==> src/rsame_pkg.sv <==
// Shared types and constants for the RSA character modular exponentiation block.
// No dependencies; imported by rsa_char_modular_exponentiation.
`default_nettype none

package rsame_pkg;

  // Width of the modulus register as built by default.
  localparam int MODULUS_BITS_DEF = 31;
  // Fixed widths of the exponent registers, the input value and the result.
  localparam int EXP_BITS    = 31;
  localparam int VALUE_BITS  = 32;
  localparam int MAG_BITS    = 32;
  localparam int RESULT_BITS = 33;
  localparam int CFG_BITS    = 31;
  localparam int IDX_BITS    = 2;
  localparam int CNT_BITS    = $clog2(MAG_BITS + 1);

  // Offset between a lowercase character code and the plaintext digit.
  localparam logic [RESULT_BITS-1:0] CHAR_OFFSET = RESULT_BITS'(97);

  // Configuration register indexes.
  typedef enum logic [IDX_BITS-1:0] {
    REG_MODULUS     = 2'd0,
    REG_PUBLIC_EXP  = 2'd1,
    REG_PRIVATE_EXP = 2'd2,
    REG_UNUSED      = 2'd3
  } reg_idx_t;

  // Sequencer states.
  typedef enum logic [2:0] {
    ST_IDLE,
    ST_RED,
    ST_MUL,
    ST_SQR,
    ST_FIN
  } st_t;

endpackage

`default_nettype wire

==> src/rsa_char_modular_exponentiation.sv <==
// Top level of the RSA character modular exponentiation block: config registers,
// square-and-multiply sequencer and a bit-serial modular multiplier. Uses rsame_pkg.
`default_nettype none

// Channel   Direction  Ports                           Transaction when
// input     in         in_valid in_stall in_mode       in_valid && !in_stall
//                      in_value
// result    out        out_valid out_stall out_result  out_valid && !out_stall
// config    in         cfg_we cfg_index cfg_data       cfg_we
//
// The modular multiplier consumes one bit of its multiplier operand per cycle and is
// shared by the initial reduction of the base, every square and every multiply; a zero
// exponent or a modulus below two skips it and goes straight to the final step.
// Reset is synchronous and active low; it restores the register defaults and empties
// the output register. A waiting result stalls only the final step, and a new input
// transaction is taken as soon as the sequencer is idle.

module rsa_char_modular_exponentiation
  import rsame_pkg::*;
#(
  parameter int MODULUS_BITS = MODULUS_BITS_DEF
) (
  input  wire logic                         clk,
  input  wire logic                         rst_n,
  input  wire logic                         in_valid,
  output logic                              in_stall,
  input  wire logic                         in_mode,
  input  wire logic signed [VALUE_BITS-1:0] in_value,
  output logic                              out_valid,
  input  wire logic                         out_stall,
  output logic signed [RESULT_BITS-1:0]     out_result,
  input  wire logic                         cfg_we,
  input  wire logic [IDX_BITS-1:0]          cfg_index,
  input  wire logic [CFG_BITS-1:0]          cfg_data
);

  localparam int W   = MODULUS_BITS;
  localparam int PAD = MAG_BITS - W;

  // Configuration registers.
  logic [W-1:0]        m_r, m_nxt;
  logic [EXP_BITS-1:0] e_pub_r, e_pub_nxt;
  logic [EXP_BITS-1:0] e_priv_r, e_priv_nxt;

  // Sequencer and datapath registers.
  st_t                 state_r, state_nxt;
  logic [EXP_BITS-1:0] ex_r, ex_nxt;
  logic [W-1:0]        acc_r, acc_nxt;
  logic [W-1:0]        b_r, b_nxt;
  logic [W-1:0]        p_r, p_nxt;
  logic [MAG_BITS-1:0] a_sr_r, a_sr_nxt;
  logic [CNT_BITS-1:0] cnt_r, cnt_nxt;
  logic                neg_r, neg_nxt;
  logic                dec_r, dec_nxt;

  // Output register.
  logic                   out_valid_r, out_valid_nxt;
  logic [RESULT_BITS-1:0] out_result_r, out_result_nxt;

  // Multiplier step: P <= (2P + bit * B) mod m, with 2P + B below 3m.
  logic         mul_bit;
  logic [W-1:0] mul_b;
  logic [W+1:0] mul_t;
  logic [W+2:0] mul_d1, mul_d2;
  logic [W-1:0] mul_res;
  logic         mul_last;

  // Input decoding.
  logic [RESULT_BITS-1:0] base;
  logic [RESULT_BITS-1:0] base_neg;
  logic [MAG_BITS-1:0]    mag;
  logic [EXP_BITS-1:0]    ex_sel;

  // Final result assembly.
  logic [RESULT_BITS-1:0] pow_u;
  logic [RESULT_BITS-1:0] pow_s;
  logic [RESULT_BITS-1:0] res_final;

  assign mul_bit  = a_sr_r[MAG_BITS-1];
  assign mul_b    = (state_r == ST_RED) ? W'(1) : b_r;
  assign mul_t    = {1'b0, p_r, 1'b0} + (mul_bit ? {2'b00, mul_b} : {(W+2){1'b0}});
  assign mul_d1   = {1'b0, mul_t} - {3'b000, m_r};
  assign mul_d2   = {1'b0, mul_t} - {2'b00, m_r, 1'b0};
  assign mul_res  = !mul_d2[W+2] ? mul_d2[W-1:0] :
                    !mul_d1[W+2] ? mul_d1[W-1:0] : mul_t[W-1:0];
  assign mul_last = (cnt_r == CNT_BITS'(1));

  // Encrypt removes the character offset first; the base is then split into sign
  // and magnitude so the power runs on the magnitude alone.
  assign base     = in_mode ? {in_value[VALUE_BITS-1], in_value}
                            : {in_value[VALUE_BITS-1], in_value} - CHAR_OFFSET;
  assign base_neg = -base;
  assign mag      = base[RESULT_BITS-1] ? base_neg[MAG_BITS-1:0] : base[MAG_BITS-1:0];
  assign ex_sel   = in_mode ? e_priv_r : e_pub_r;

  // The truncating remainder carries the sign of the power: negative only for an odd
  // exponent, a negative base and a nonzero reduced magnitude.
  assign pow_u     = RESULT_BITS'(acc_r);
  assign pow_s     = (neg_r && (acc_r != '0)) ? -pow_u : pow_u;
  assign res_final = dec_r ? pow_s + CHAR_OFFSET : pow_s;

  assign in_stall   = (state_r != ST_IDLE);
  assign out_valid  = out_valid_r;
  assign out_result = out_result_r;

  always_comb begin
    m_nxt          = m_r;
    e_pub_nxt      = e_pub_r;
    e_priv_nxt     = e_priv_r;
    state_nxt      = state_r;
    ex_nxt         = ex_r;
    acc_nxt        = acc_r;
    b_nxt          = b_r;
    p_nxt          = p_r;
    a_sr_nxt       = a_sr_r;
    cnt_nxt        = cnt_r;
    neg_nxt        = neg_r;
    dec_nxt        = dec_r;
    out_valid_nxt  = out_valid_r;
    out_result_nxt = out_result_r;

    if (cfg_we) begin
      case (reg_idx_t'(cfg_index))
        REG_MODULUS:     m_nxt      = cfg_data[W-1:0];
        REG_PUBLIC_EXP:  e_pub_nxt  = cfg_data[EXP_BITS-1:0];
        REG_PRIVATE_EXP: e_priv_nxt = cfg_data[EXP_BITS-1:0];
        default:         ;
      endcase
    end

    if (out_valid_r && !out_stall) begin
      out_valid_nxt = 1'b0;
    end

    case (state_r)
      ST_IDLE: begin
        if (in_valid) begin
          dec_nxt = in_mode;
          ex_nxt  = ex_sel;
          neg_nxt = base[RESULT_BITS-1] && ex_sel[0];
          if (ex_sel == '0) begin
            // A zero exponent gives one whatever the modulus.
            acc_nxt   = W'(1);
            neg_nxt   = 1'b0;
            state_nxt = ST_FIN;
          end else if (m_r <= W'(1)) begin
            // A modulus of zero or one reduces everything to zero.
            acc_nxt   = '0;
            state_nxt = ST_FIN;
          end else begin
            acc_nxt   = W'(1);
            p_nxt     = '0;
            a_sr_nxt  = mag;
            cnt_nxt   = CNT_BITS'(MAG_BITS);
            state_nxt = ST_RED;
          end
        end
      end

      ST_RED, ST_MUL, ST_SQR: begin
        p_nxt    = mul_res;
        a_sr_nxt = a_sr_r << 1;
        cnt_nxt  = cnt_r - CNT_BITS'(1);
        if (mul_last) begin
          p_nxt   = '0;
          cnt_nxt = CNT_BITS'(W);
          case (state_r)
            ST_RED: begin
              b_nxt = mul_res;
              if (ex_r[0]) begin
                a_sr_nxt  = {acc_r, {PAD{1'b0}}};
                state_nxt = ST_MUL;
              end else begin
                a_sr_nxt  = {mul_res, {PAD{1'b0}}};
                state_nxt = ST_SQR;
              end
            end
            ST_MUL: begin
              acc_nxt = mul_res;
              if (ex_r[EXP_BITS-1:1] == '0) begin
                state_nxt = ST_FIN;
              end else begin
                a_sr_nxt  = {b_r, {PAD{1'b0}}};
                state_nxt = ST_SQR;
              end
            end
            default: begin
              // Square done: move to the next exponent bit, which is known to exist.
              b_nxt  = mul_res;
              ex_nxt = ex_r >> 1;
              if (ex_r[1]) begin
                a_sr_nxt  = {acc_r, {PAD{1'b0}}};
                state_nxt = ST_MUL;
              end else begin
                a_sr_nxt  = {mul_res, {PAD{1'b0}}};
                state_nxt = ST_SQR;
              end
            end
          endcase
        end
      end

      ST_FIN: begin
        if (!out_valid_r || !out_stall) begin
          out_valid_nxt  = 1'b1;
          out_result_nxt = res_final;
          state_nxt      = ST_IDLE;
        end
      end

      default: begin
        state_nxt = ST_IDLE;
      end
    endcase
  end

  always_ff @(posedge clk) begin
    if (!rst_n) begin
      m_r         <= W'(2);
      e_pub_r     <= '0;
      e_priv_r    <= '0;
      state_r     <= ST_IDLE;
      out_valid_r <= 1'b0;
    end else begin
      m_r         <= m_nxt;
      e_pub_r     <= e_pub_nxt;
      e_priv_r    <= e_priv_nxt;
      state_r     <= state_nxt;
      out_valid_r <= out_valid_nxt;
    end
  end

  always_ff @(posedge clk) begin
    ex_r         <= ex_nxt;
    acc_r        <= acc_nxt;
    b_r          <= b_nxt;
    p_r          <= p_nxt;
    a_sr_r       <= a_sr_nxt;
    cnt_r        <= cnt_nxt;
    neg_r        <= neg_nxt;
    dec_r        <= dec_nxt;
    out_result_r <= out_result_nxt;
  end

endmodule

`default_nettype wire
==> config.mk <==
export PLATFORM = sky130hd
export DESIGN_NAME = rsa_char_modular_exponentiation
export DESIGN_NICKNAME = d
export VERILOG_FILES = /design/src/rsame_pkg.sv /design/src/rsa_char_modular_exponentiation.sv
export SDC_FILE = /design/constraint.sdc
export NUM_CORES = 1
export LEC_CHECK = 0
export ABC_CLOCK_PERIOD_IN_PS = 5700
export BUFFER_PORTS_ARGS = -buffer_cell sky130_fd_sc_hd__buf_2
export CORE_ASPECT_RATIO = 0.9
export CORE_MARGIN = 2
export CORE_UTILIZATION = 46
export CTS_CLUSTER_DIAMETER = 150
export DETAILED_ROUTE_END_ITERATION = 8
export PLACE_DENSITY_LB_ADDON = 0.15
export REMOVE_ABC_BUFFERS = 1
export SLEW_MARGIN = 0
export SYNTH_ARGS = -nofsm -noshare
export SYNTH_HDL_FRONTEND = slang
export SYNTH_SLANG_ARGS = --single-unit
==> constraint.sdc <==
create_clock -name clk -period 5.7 [get_ports clk]
set_input_delay 1.425 -clock clk [delete_from_list [all_inputs] [get_ports clk]]
set_output_delay 1.425 -clock clk [all_outputs]
set_load 0.01 [all_outputs]
[Word level (Yosys, flattened, before mapping)]
Index checks and enable logic that the tools add are counted.
Word-level totals
  logic and storage cells: 114
  bits of input ports: 71
  ROM bits: 0
  output and inout bits: 35
  memory bits (writable): 0
  memories: 0
  register bits: 294
  bits in latches: 0
Cells by class
  magnitude comparators: 1
  shift-type cells: 0
  bitwise gates (word level): 1
  muxes and demuxes: 51
  $add $sub $neg: 8
  equality and inequality tests: 14
  divide/modulo/power cells: 0
  reductions and logical operators: 25
  multiply operators: 0
Operators with widths (number)
  $mux 31: 15
  $mux 32: 8
  $pmux 31 s2: 3
  $pmux 32 s2: 2
  $mux 33: 3
  $sub 33x31->34: 1
  $sub 33x32->34: 1
  $add 32x31->33: 1
  $add 33x7->33 const B: 1
  $neg 31->33: 1
  $sub 32x8->33 const B: 1
  $neg 32->32: 1
  $le 31x1->1 const B: 1
  $logic_not 31->1: 1
  $reduce_bool 31->1: 1
  $logic_not 30->1: 1
  $mux 6: 4
  $mux 3: 6
  $ne 2x2->1 const B: 7
  $pmux 6 s2: 1
  $reduce_and 4->1: 3
  $reduce_and 2->1: 5
  $pmux 3 s3: 1
  $mux 1: 7
  other kinds (19): 24

[Depth between registers and ports, before layout]
Gate-level depths: netlist of run 1.
  depth after elaboration: 11
  depth in mapped cells: 30
  gate-level depth less buffers: 27

[Worst setup path before layout of run 1]
No wires, ideal clock.
  path kind: reg2reg
  start: reg state_r[2]
  end: reg a_sr_r[16] (data pin)
  setup time: 0.258 ns
  buffers on the path: 3
  clock period less this slack: 6.188 ns
  cell stages (with the launch flop): 29
  data required time: 5.442 ns
  arrival: 5.930 ns
  path slack: -0.488 ns
  path through: dfxtp_1 clkbuf_1 inv_1 nand3_1 clkbuf_1 and3_1 ha_1 inv_1 fa_1 nand2b_1 a21oi_1 o211ai_1 a21boi_1 a32o_1 mux2i_1 or2_2 ha_1 a21o_1 a31o_2 a21o_1 a21o_1 a21o_1 a31o_2 nor2_1 clkbuf_1 nor2_1 a31oi_1 o221ai_1 o221a_2
Between the ends
  longest elaborated chain between the ends: 11
  elaborated cells between the ends (all ways): 17
  classes of those cells: 3 x add/sub; 3 x eq/ne; 9 x mux; 2 x reduce/logical
RTL lines
  start: declaration: line rsa_char_modular_exponentiation.sv:46  | st_t state_r, state_nxt;
  start signal: assignment: line rsa_char_modular_exponentiation.sv:228  | state_r <= state_nxt;
  $eq 3x1->1: line rsa_char_modular_exponentiation.sv:80, rsa_char_modular_exponentiation.sv:135, rsa_char_modular_exponentiation.sv:167
  $mux 31: line rsa_char_modular_exponentiation.sv:80  | assign mul_b = (state_r == ST_RED) ? W'(1) : b_r;
  $mux 31: line rsa_char_modular_exponentiation.sv:81  | assign mul_t = {1'b0, p_r, 1'b0} + (mul_bit ? {2'b00, mul_b} : {(W+2){1'b0}});
  $add 32x31->33: line rsa_char_modular_exponentiation.sv:81
  $sub 33x31->34: line rsa_char_modular_exponentiation.sv:82  | assign mul_d1 = {1'b0, mul_t} - {3'b000, m_r};
  $mux 31: line rsa_char_modular_exponentiation.sv:85  | !mul_d1[W+2] ? mul_d1[W-1:0] : mul_t[W-1:0];
  $mux 31: line rsa_char_modular_exponentiation.sv:84  | assign mul_res = !mul_d2[W+2] ? mul_d2[W-1:0] :
  $mux 32, on equally long branches: line rsa_char_modular_exponentiation.sv:191, rsa_char_modular_exponentiation.sv:170
  $pmux 32 s2: line rsa_char_modular_exponentiation.sv:167  | case (state_r)
  $mux 32: line rsa_char_modular_exponentiation.sv:164  | if (mul_last) begin
  $pmux 32 s2 (*): line rsa_char_modular_exponentiation.sv:135  | case (state_r)
  named net a_sr_nxt[16]: line rsa_char_modular_exponentiation.sv:51  | logic [MAG_BITS-1:0] a_sr_r, a_sr_nxt;
  end signal: assignment: line rsa_char_modular_exponentiation.sv:238  | a_sr_r <= a_sr_nxt;
  end: declaration: line rsa_char_modular_exponentiation.sv:51
Mark *: on every way through the listed nets, which the timed path passes. The rest lies on a longest branch.
A chain may end at the register's enable or synchronous reset.

[Worst setup path after layout of run 1]
  start: reg state_r[1]
  end: reg a_sr_r[19] (data pin)
The elaborated chain is that of the path after synthesis.

==> results of run 1 <==
-- logic make-up (layout without fill, tap and decap cells) --
group | after synthesis | count (layout) | synth area share
and+or+nand+nor | 912 | 912 | 0.200
xor gates and xnor gates | 188 | 188 | 0.0771
buffers and inverters | 234 | 490 | 0.0417
adders and majority gates | 101 | 101 | 0.0603
AOI/OAI and AO/OA | 700 | 701 | 0.215
muxes | 78 | 78 | 0.0376
DFF | 294 | 294 | 0.368
-- layer usage --
metal	global-route usage	part of all wire	wire length, um	vias to the layer above
li1	-	-	-	9585
met1	0.429	0.47	32500	9720
met2	0.424	0.43	30100	752
met3	0.0430	0.080	5560	107
met4	0.0772	0.024	1650	0
met5	0	0	0	-
-- state kept, by name (all words and copies together) (netlist names), 3 cells and up --
name,count
cnt_r,6
m_r,31
out_result,33
b_r,31
acc_r,31
a_sr_r,32
ex_r,31
p_r,31
state_r,3
e_pub_r,31
e_priv_r,31
-- worst max-delay path by stage --
stage	from	end	slack, ns	cells past startpoint
after floorplan	state_r[2]	a_sr_r[23]	-1.28	25
after global placement	a_sr_r[31]	a_sr_r[1]	-0.31	25
after detailed placement	a_sr_r[31]	a_sr_r[1]	-0.28	25
after CTS	a_sr_r[31]	a_sr_r[16]	0.02	25
after global routing	state_r[1]	a_sr_r[14]	-0.01	29
final	state_r[1]	a_sr_r[19]	0.15	28
-- metrics by stage --
stage                     cell area, sq um  utilization  setup slack (ns)
after floorplan                      20800            -             -1.28
after global placement               23800        0.522            -0.309
after detailed placement             23800        0.522            -0.283
after CTS                            25000        0.548            0.0191
after global routing                 25600        0.561           -0.0132
final                                25600        0.561             0.151
-- worst min-delay path: stages (launching register included) --
cell      delay (ns)
dfxtp_1         0.31
nand2_1         0.05
a21boi_0        0.06
-- power by group through the flow --
stage / clock network (W) / logic, W / registers [W]
2_1_floorplan: 0 / 0.00736 / 0.00345
3_3_place_gp: 0 / 0.0121 / 0.00355
3_5_place_dp: 0 / 0.0123 / 0.00356
4_1_cts: 0.00223 / 0.0124 / 0.00351
5_1_grt: 0.00230 / 0.0147 / 0.00359
6_report: 0.00220 / 0.0135 / 0.00354
-- Yosys cell counts, types with 19 or more instances --
cell type	number
a21boi_0	97
a21o_1	38
a21oi_1	170
a31oi_1	35
and3_1	44
clkbuf_1	119
dfxtp_1	97
edfxtp_1	197
ha_1	98
inv_1	101
mux2i_1	61
nand2_1	358
nand3_1	54
nand4_1	19
nor2_1	205
nor3_1	59
nor4_1	35
o211ai_1	22
o21ai_0	143
o31ai_1	21
or3_1	26
xnor2_1	106
xor2_1	82
-- area by class of cell --
type                    count  area [sq um]
fillers                  4242         20000
multi-input cells        1980         13200
flip-flops and latches    294          7860
repair buffers            323          2290
clock buffers              48           998
well taps                 608           761
inverters                 101           379
clock inverters            18           115
-- what timing repair did --
item | 4_1_cts | 5_1_grt
pin swaps | 4 | 49
hold buffers | 0 | 0
setup endpoints to repair | 99 | 124
buffers inserted | 1 | 19
cloned | 1 | 1
resized for setup | 16 | 103
==> flow_metrics.env, run 1 <==
export IMPL_synth_cells=2507
export IMPL_fmax_mhz=180
export IMPL_worst_slew_pin_slew_ns=1.23
export IMPL_antennaDiodeCount=0
export IMPL_syn_to_final_growth_pct=19.8
export IMPL_clockBufferDepth=3
export IMPL_antenna_found_initial=0
export IMPL_io_buffer_count=105
export IMPL_finalSetupViolCount=0
export IMPL_avgViaCountPerCell=5.98
export IMPL_layout_min_cycle_time_ns=5.55
export IMPL_clock_root_buffer="clkbuf_16"
export IMPL_fp_dieH_um=208
export IMPL_max_slew_margin=0.176
export IMPL_outcome="complete, no violations"
export IMPL_cts_sinks=294
export IMPL_tns_ns=0
export IMPL_holdWs_ns=0.469
export IMPL_seqPwrFrac=0.185
export IMPL_cpPeakStageDelay_ns=0.32
export IMPL_grt_overflow_total=0
export IMPL_total_leakage_power_nw=9.88
export IMPL_drcViolationCount=0
export IMPL_grt_pass1_wl_um=108000
export IMPL_clkLatencyLatePin_ns=0.56
export IMPL_synth_top_area_frac=0.277
export IMPL_crit_fanout=16
export IMPL_dpl_cell_count=3284
export IMPL_ys_flop_type="edfxtp_1"
export IMPL_cts_htree_levels=2
export IMPL_first_global_vias=19121
export IMPL_die_w_um=231
export IMPL_drv_cap=0
export IMPL_reg2reg_from="state_r[1]"
export IMPL_final_cell_mix="356 x nand2_1, 201 x buf_4, 197 x nor2_1, 197 x edfxtp_1, 155 x a21oi_1"
export IMPL_power_density_mw_per_mm2=750
export IMPL_grt_max_degree=94
export IMPL_min_from="m_r[11]"
export IMPL_syn_avg_cell_area_sq_um=8.51
export IMPL_finalCritPeriodShare=0.974
export IMPL_firstDrtPassIters=5
export IMPL_crit_type="reg2reg"
export IMPL_fp_row_count=74
export IMPL_cp_start_kind="flop"
export IMPL_yosysSeqAreaShare=0.368
export IMPL_swShare=0.458
export IMPL_syn_area_sq_mm=0.0213
export IMPL_reg2reg_depth=28
export IMPL_track_usage=0.285
export IMPL_synth_enable_flop_cells=197
export IMPL_arrival_ns=5.84
export IMPL_end_kind="flop"
export IMPL_ys_async_sr_fraction=0
export IMPL_netlist_top_cells_area="edfxtp_1 28%, dfxtp_1 9.1%, nand2_1 6.3%, ha_1 5.7%, xnor2_1 4.3%"
export IMPL_hold_depth=2
export IMPL_final_cells=3372
export IMPL_pwr_share_clk=0.114
export IMPL_finalHoldViolCount=0
export IMPL_tritoncts="yes"
export IMPL_initial_core_util=0.469
export IMPL_internal_power_w=0.0104
export IMPL_whs_endpoint="m_r[11]"
export IMPL_gp_congestion=0.906
export IMPL_yosys_warnings=0
export IMPL_required_ns=5.99
export IMPL_ioPinCount=106
export IMPL_fin_nets=2908
export IMPL_slew_violations=0
export IMPL_power_w=0.0192
export IMPL_synth_largest_area_cell="edfxtp_1"
export IMPL_hold_class="reg2reg"
export IMPL_timing_rr_end="a_sr_r[19]"
export IMPL_first_iter_violations=1959
export IMPL_synth_seq_cells=294
export IMPL_crit_slowest_cell="dfxtp_2"
export IMPL_dieArea_sq_mm=0.0481
export IMPL_finalClockSkew_ns=0.0307
export IMPL_wl_per_cell_um=20.7
export IMPL_cp_common_cell="a21o_1"
export IMPL_cts_made_buffers=36
export IMPL_core_area_sq_mm=0.0456
export IMPL_final_common_cell="nand2_1"
export IMPL_ant_nets=0
export IMPL_clk_pin_slew_ns=0.06
export IMPL_via_count=20164
export IMPL_rrSetupSlack_ns=0.15
export IMPL_p_sw_w=0.00879
export IMPL_layout_drive_gt1_share=0.188
export IMPL_critPathTopFamily="compound AO/OA/AOI/OAI gates"
export IMPL_path_buf_inv=7
export IMPL_ys_types=89
export IMPL_hpwlAfterDp_um=52300
export IMPL_peakVddDrop_mv=0.531
export IMPL_p_comb_frac=0.701
export IMPL_drt_total_wl_um=69800
Power figures use the tool's default switching activity.
==> inputs of run 2 (changes only) <==
CELL_PAD_IN_SITES_DETAIL_PLACEMENT = 1   (was default)
CELL_PAD_IN_SITES_GLOBAL_PLACEMENT = 1   (was default)
CORE_UTILIZATION = 44   (was 46)
SKIP_LAST_GASP = 1   (was default)
==> run 2 against run 1 <==
Effect of this change: sequential share of layout area decreased by 0.32 points; clock skew decreased by 0.0024 ns; sequential cell count unchanged; critical path depth decreased by 4; maximum frequency decreased by 1.3%; non-clock buffer count increased by 14; critical path type unchanged; largest cell class unchanged.
==> flow_metrics.env, run 2 (synthesis results as in run 1) <==
export IMPL_outcome="complete, no violations"
export IMPL_clk_pin_slew_ns=0.06
export IMPL_fp_row_count=76
export IMPL_initial_core_util=0.445
export IMPL_rrSetupSlack_ns=0.08
export IMPL_timing_rr_end="a_sr_r[23]"
export IMPL_cts_sinks=294
export IMPL_slew_violations=0
export IMPL_hpwlAfterDp_um=58800
export IMPL_antenna_found_initial=1
export IMPL_grt_overflow_total=0
export IMPL_power_w=0.0199
export IMPL_seqPwrFrac=0.178
export IMPL_drv_cap=0
export IMPL_avgViaCountPerCell=6.09
export IMPL_p_sw_w=0.00934
export IMPL_hold_depth=2
export IMPL_pwr_share_clk=0.120
export IMPL_clkLatencyLatePin_ns=0.57
export IMPL_whs_endpoint="m_r[11]"
export IMPL_fmax_mhz=178
export IMPL_final_cells=3399
export IMPL_dpl_cell_count=3315
export IMPL_antennaDiodeCount=0
export IMPL_wl_per_cell_um=23.0
export IMPL_layout_drive_gt1_share=0.195
export IMPL_arrival_ns=5.92
export IMPL_clock_root_buffer="clkbuf_16"
export IMPL_worst_slew_pin_slew_ns=1.19
export IMPL_cp_start_kind="flop"
export IMPL_finalCritPeriodShare=0.987
export IMPL_n_fill_cell=5654
export IMPL_largest_reg_flops=33
export IMPL_p_comb_frac=0.702
export IMPL_core_area_sq_mm=0.0479
export IMPL_clockBufferDepth=3
export IMPL_total_leakage_power_nw=10.0
export IMPL_firstDrtPassIters=5
export IMPL_internal_power_w=0.0106
export IMPL_drcViolationCount=0
export IMPL_finalClockSkew_ns=0.0283
export IMPL_track_usage=0.299
export IMPL_end_kind="flop"
export IMPL_min_from="m_r[11]"
export IMPL_ioPinCount=106
export IMPL_crit_type="reg2reg"
export IMPL_die_w_um=236
export IMPL_crit_fanout=12
export IMPL_drt_total_wl_um=78100
export IMPL_required_ns=5.99
export IMPL_syn_to_final_growth_pct=21.1
export IMPL_final_common_cell="nand2_1"
export IMPL_io_buffer_count=105
export IMPL_fin_nets=2923
export IMPL_reg2reg_from="state_r[2]"
export IMPL_ant_nets=0
export IMPL_tritoncts="yes"
export IMPL_layout_min_cycle_time_ns=5.62
export IMPL_cts_made_buffers=37
export IMPL_fp_dieH_um=213
export IMPL_reg2reg_depth=24
export IMPL_dieArea_sq_mm=0.0503
export IMPL_max_slew_margin=0.207
export IMPL_via_count=20691
export IMPL_first_global_vias=20989
export IMPL_finalHoldViolCount=0
export IMPL_power_density_mw_per_mm2=771
export IMPL_final_cell_mix="357 x nand2_1, 215 x buf_4, 198 x nor2_1, 197 x edfxtp_1, 158 x a21oi_1"
export IMPL_postCtsHoldBufs=0
export IMPL_grt_pass1_wl_um=118000
export IMPL_peakVddDrop_mv=0.525
export IMPL_hold_class="reg2reg"
export IMPL_grt_max_degree=75
export IMPL_cts_htree_levels=2
export IMPL_rsz0062_at_grt="true"
export IMPL_swShare=0.469
export IMPL_gp_congestion=0.960
export IMPL_finalSetupViolCount=0
export IMPL_first_iter_violations=1785
[run 2: what timing repair did]
| action | 4_1_cts | 5_1_grt |
|---|---|---|
| endpoints found under the hold margin | 0 | 0 |
| gates resized for setup | 38 | 89 |
| gates cloned | 0 | 3 |
| endpoints found under the setup margin | 114 | 118 |
| pin swaps | 8 | 43 |
| buffers inserted | 1 | 17 |
[run 2: metal layers]
layer / up-vias / wire length [um] / global-route usage / share of wire
met5: - / 0 / 0 / 0
met4: 0 / 1720 / 0.0880 / 0.022
met3: 98 / 4710 / 0.0447 / 0.060
met2: 608 / 36000 / 0.486 / 0.46
met1: 10375 / 35700 / 0.413 / 0.46
li1: 9610 / - / - / -
[run 2: worst max path at each step]
stage,start,to,slack (ns),cells past startpoint
5_1_grt,state_r[0],a_sr_r[23],-0.10,26
4_1_cts,state_r[1],a_sr_r[26],0.002,27
3_5_place_dp,state_r[1],acc_r[26],-0.37,25
2_1_floorplan,state_r[2],a_sr_r[23],-1.28,25
3_3_place_gp,a_sr_r[31],a_sr_r[1],-0.17,27
6_report,state_r[2],a_sr_r[23],0.08,24
[run 2: power groups by stage]
stage	clock (W)	combinational, W	sequential (W)
floorplan	0	0.00736	0.00345
global placement	0	0.0122	0.00354
detailed placement	0	0.0127	0.00357
CTS	0.00241	0.0130	0.00353
global route	0.00249	0.0151	0.00360
finish	0.00239	0.0140	0.00356
[run 2: stage by stage]
stage	setup TNS, ns	utilization	instance area [sq um]	hold slack (ns)	setup slack (ns)
floorplan	-169.13	-	20800	0.443	-1.28
global placement	-0.854	0.499	23900	0.454	-0.170
detailed placement	-16.78	0.499	23900	0.470	-0.369
CTS	0	0.527	25200	0.480	0.00153
global route	-0.723	0.539	25800	0.506	-0.100
finish	0	0.539	25800	0.477	0.0760
[run 2: layout make-up]
type / instances / area [sq um] / share of cell area
clock inverters: 18 / 210 / 0.00813
inverters: 101 / 379 / 0.0147
clock buffers: 45 / 976 / 0.0378
repair buffers: 337 / 2400 / 0.0930
flip-flops and latches: 294 / 7860 / 0.304
well taps: 624 / 781 / 0.0302
multi-input cells: 1980 / 13200 / 0.512
[run 2: worst max-delay path, cell delays in order (launching register included)]
cell      delay [ns]
dfxtp_2         0.32
inv_2           0.07
nand3_4         0.09
buf_6           0.15
buf_12          0.13
buf_8           0.14
and3_1          0.18
ha_1            0.35
buf_4           0.19
a21o_1          0.18
a21o_1          0.18
a21oi_1         0.23
o21ai_0         0.14
a21o_1          0.22
a21oi_1         0.63
xnor2_1         0.27
ha_1            0.37
and3_1          0.20
a31o_4          0.23
nor2_4          0.19
buf_6           0.16
a31o_4          0.17
inv_1           0.06
a222oi_1        0.36
o22ai_1         0.15
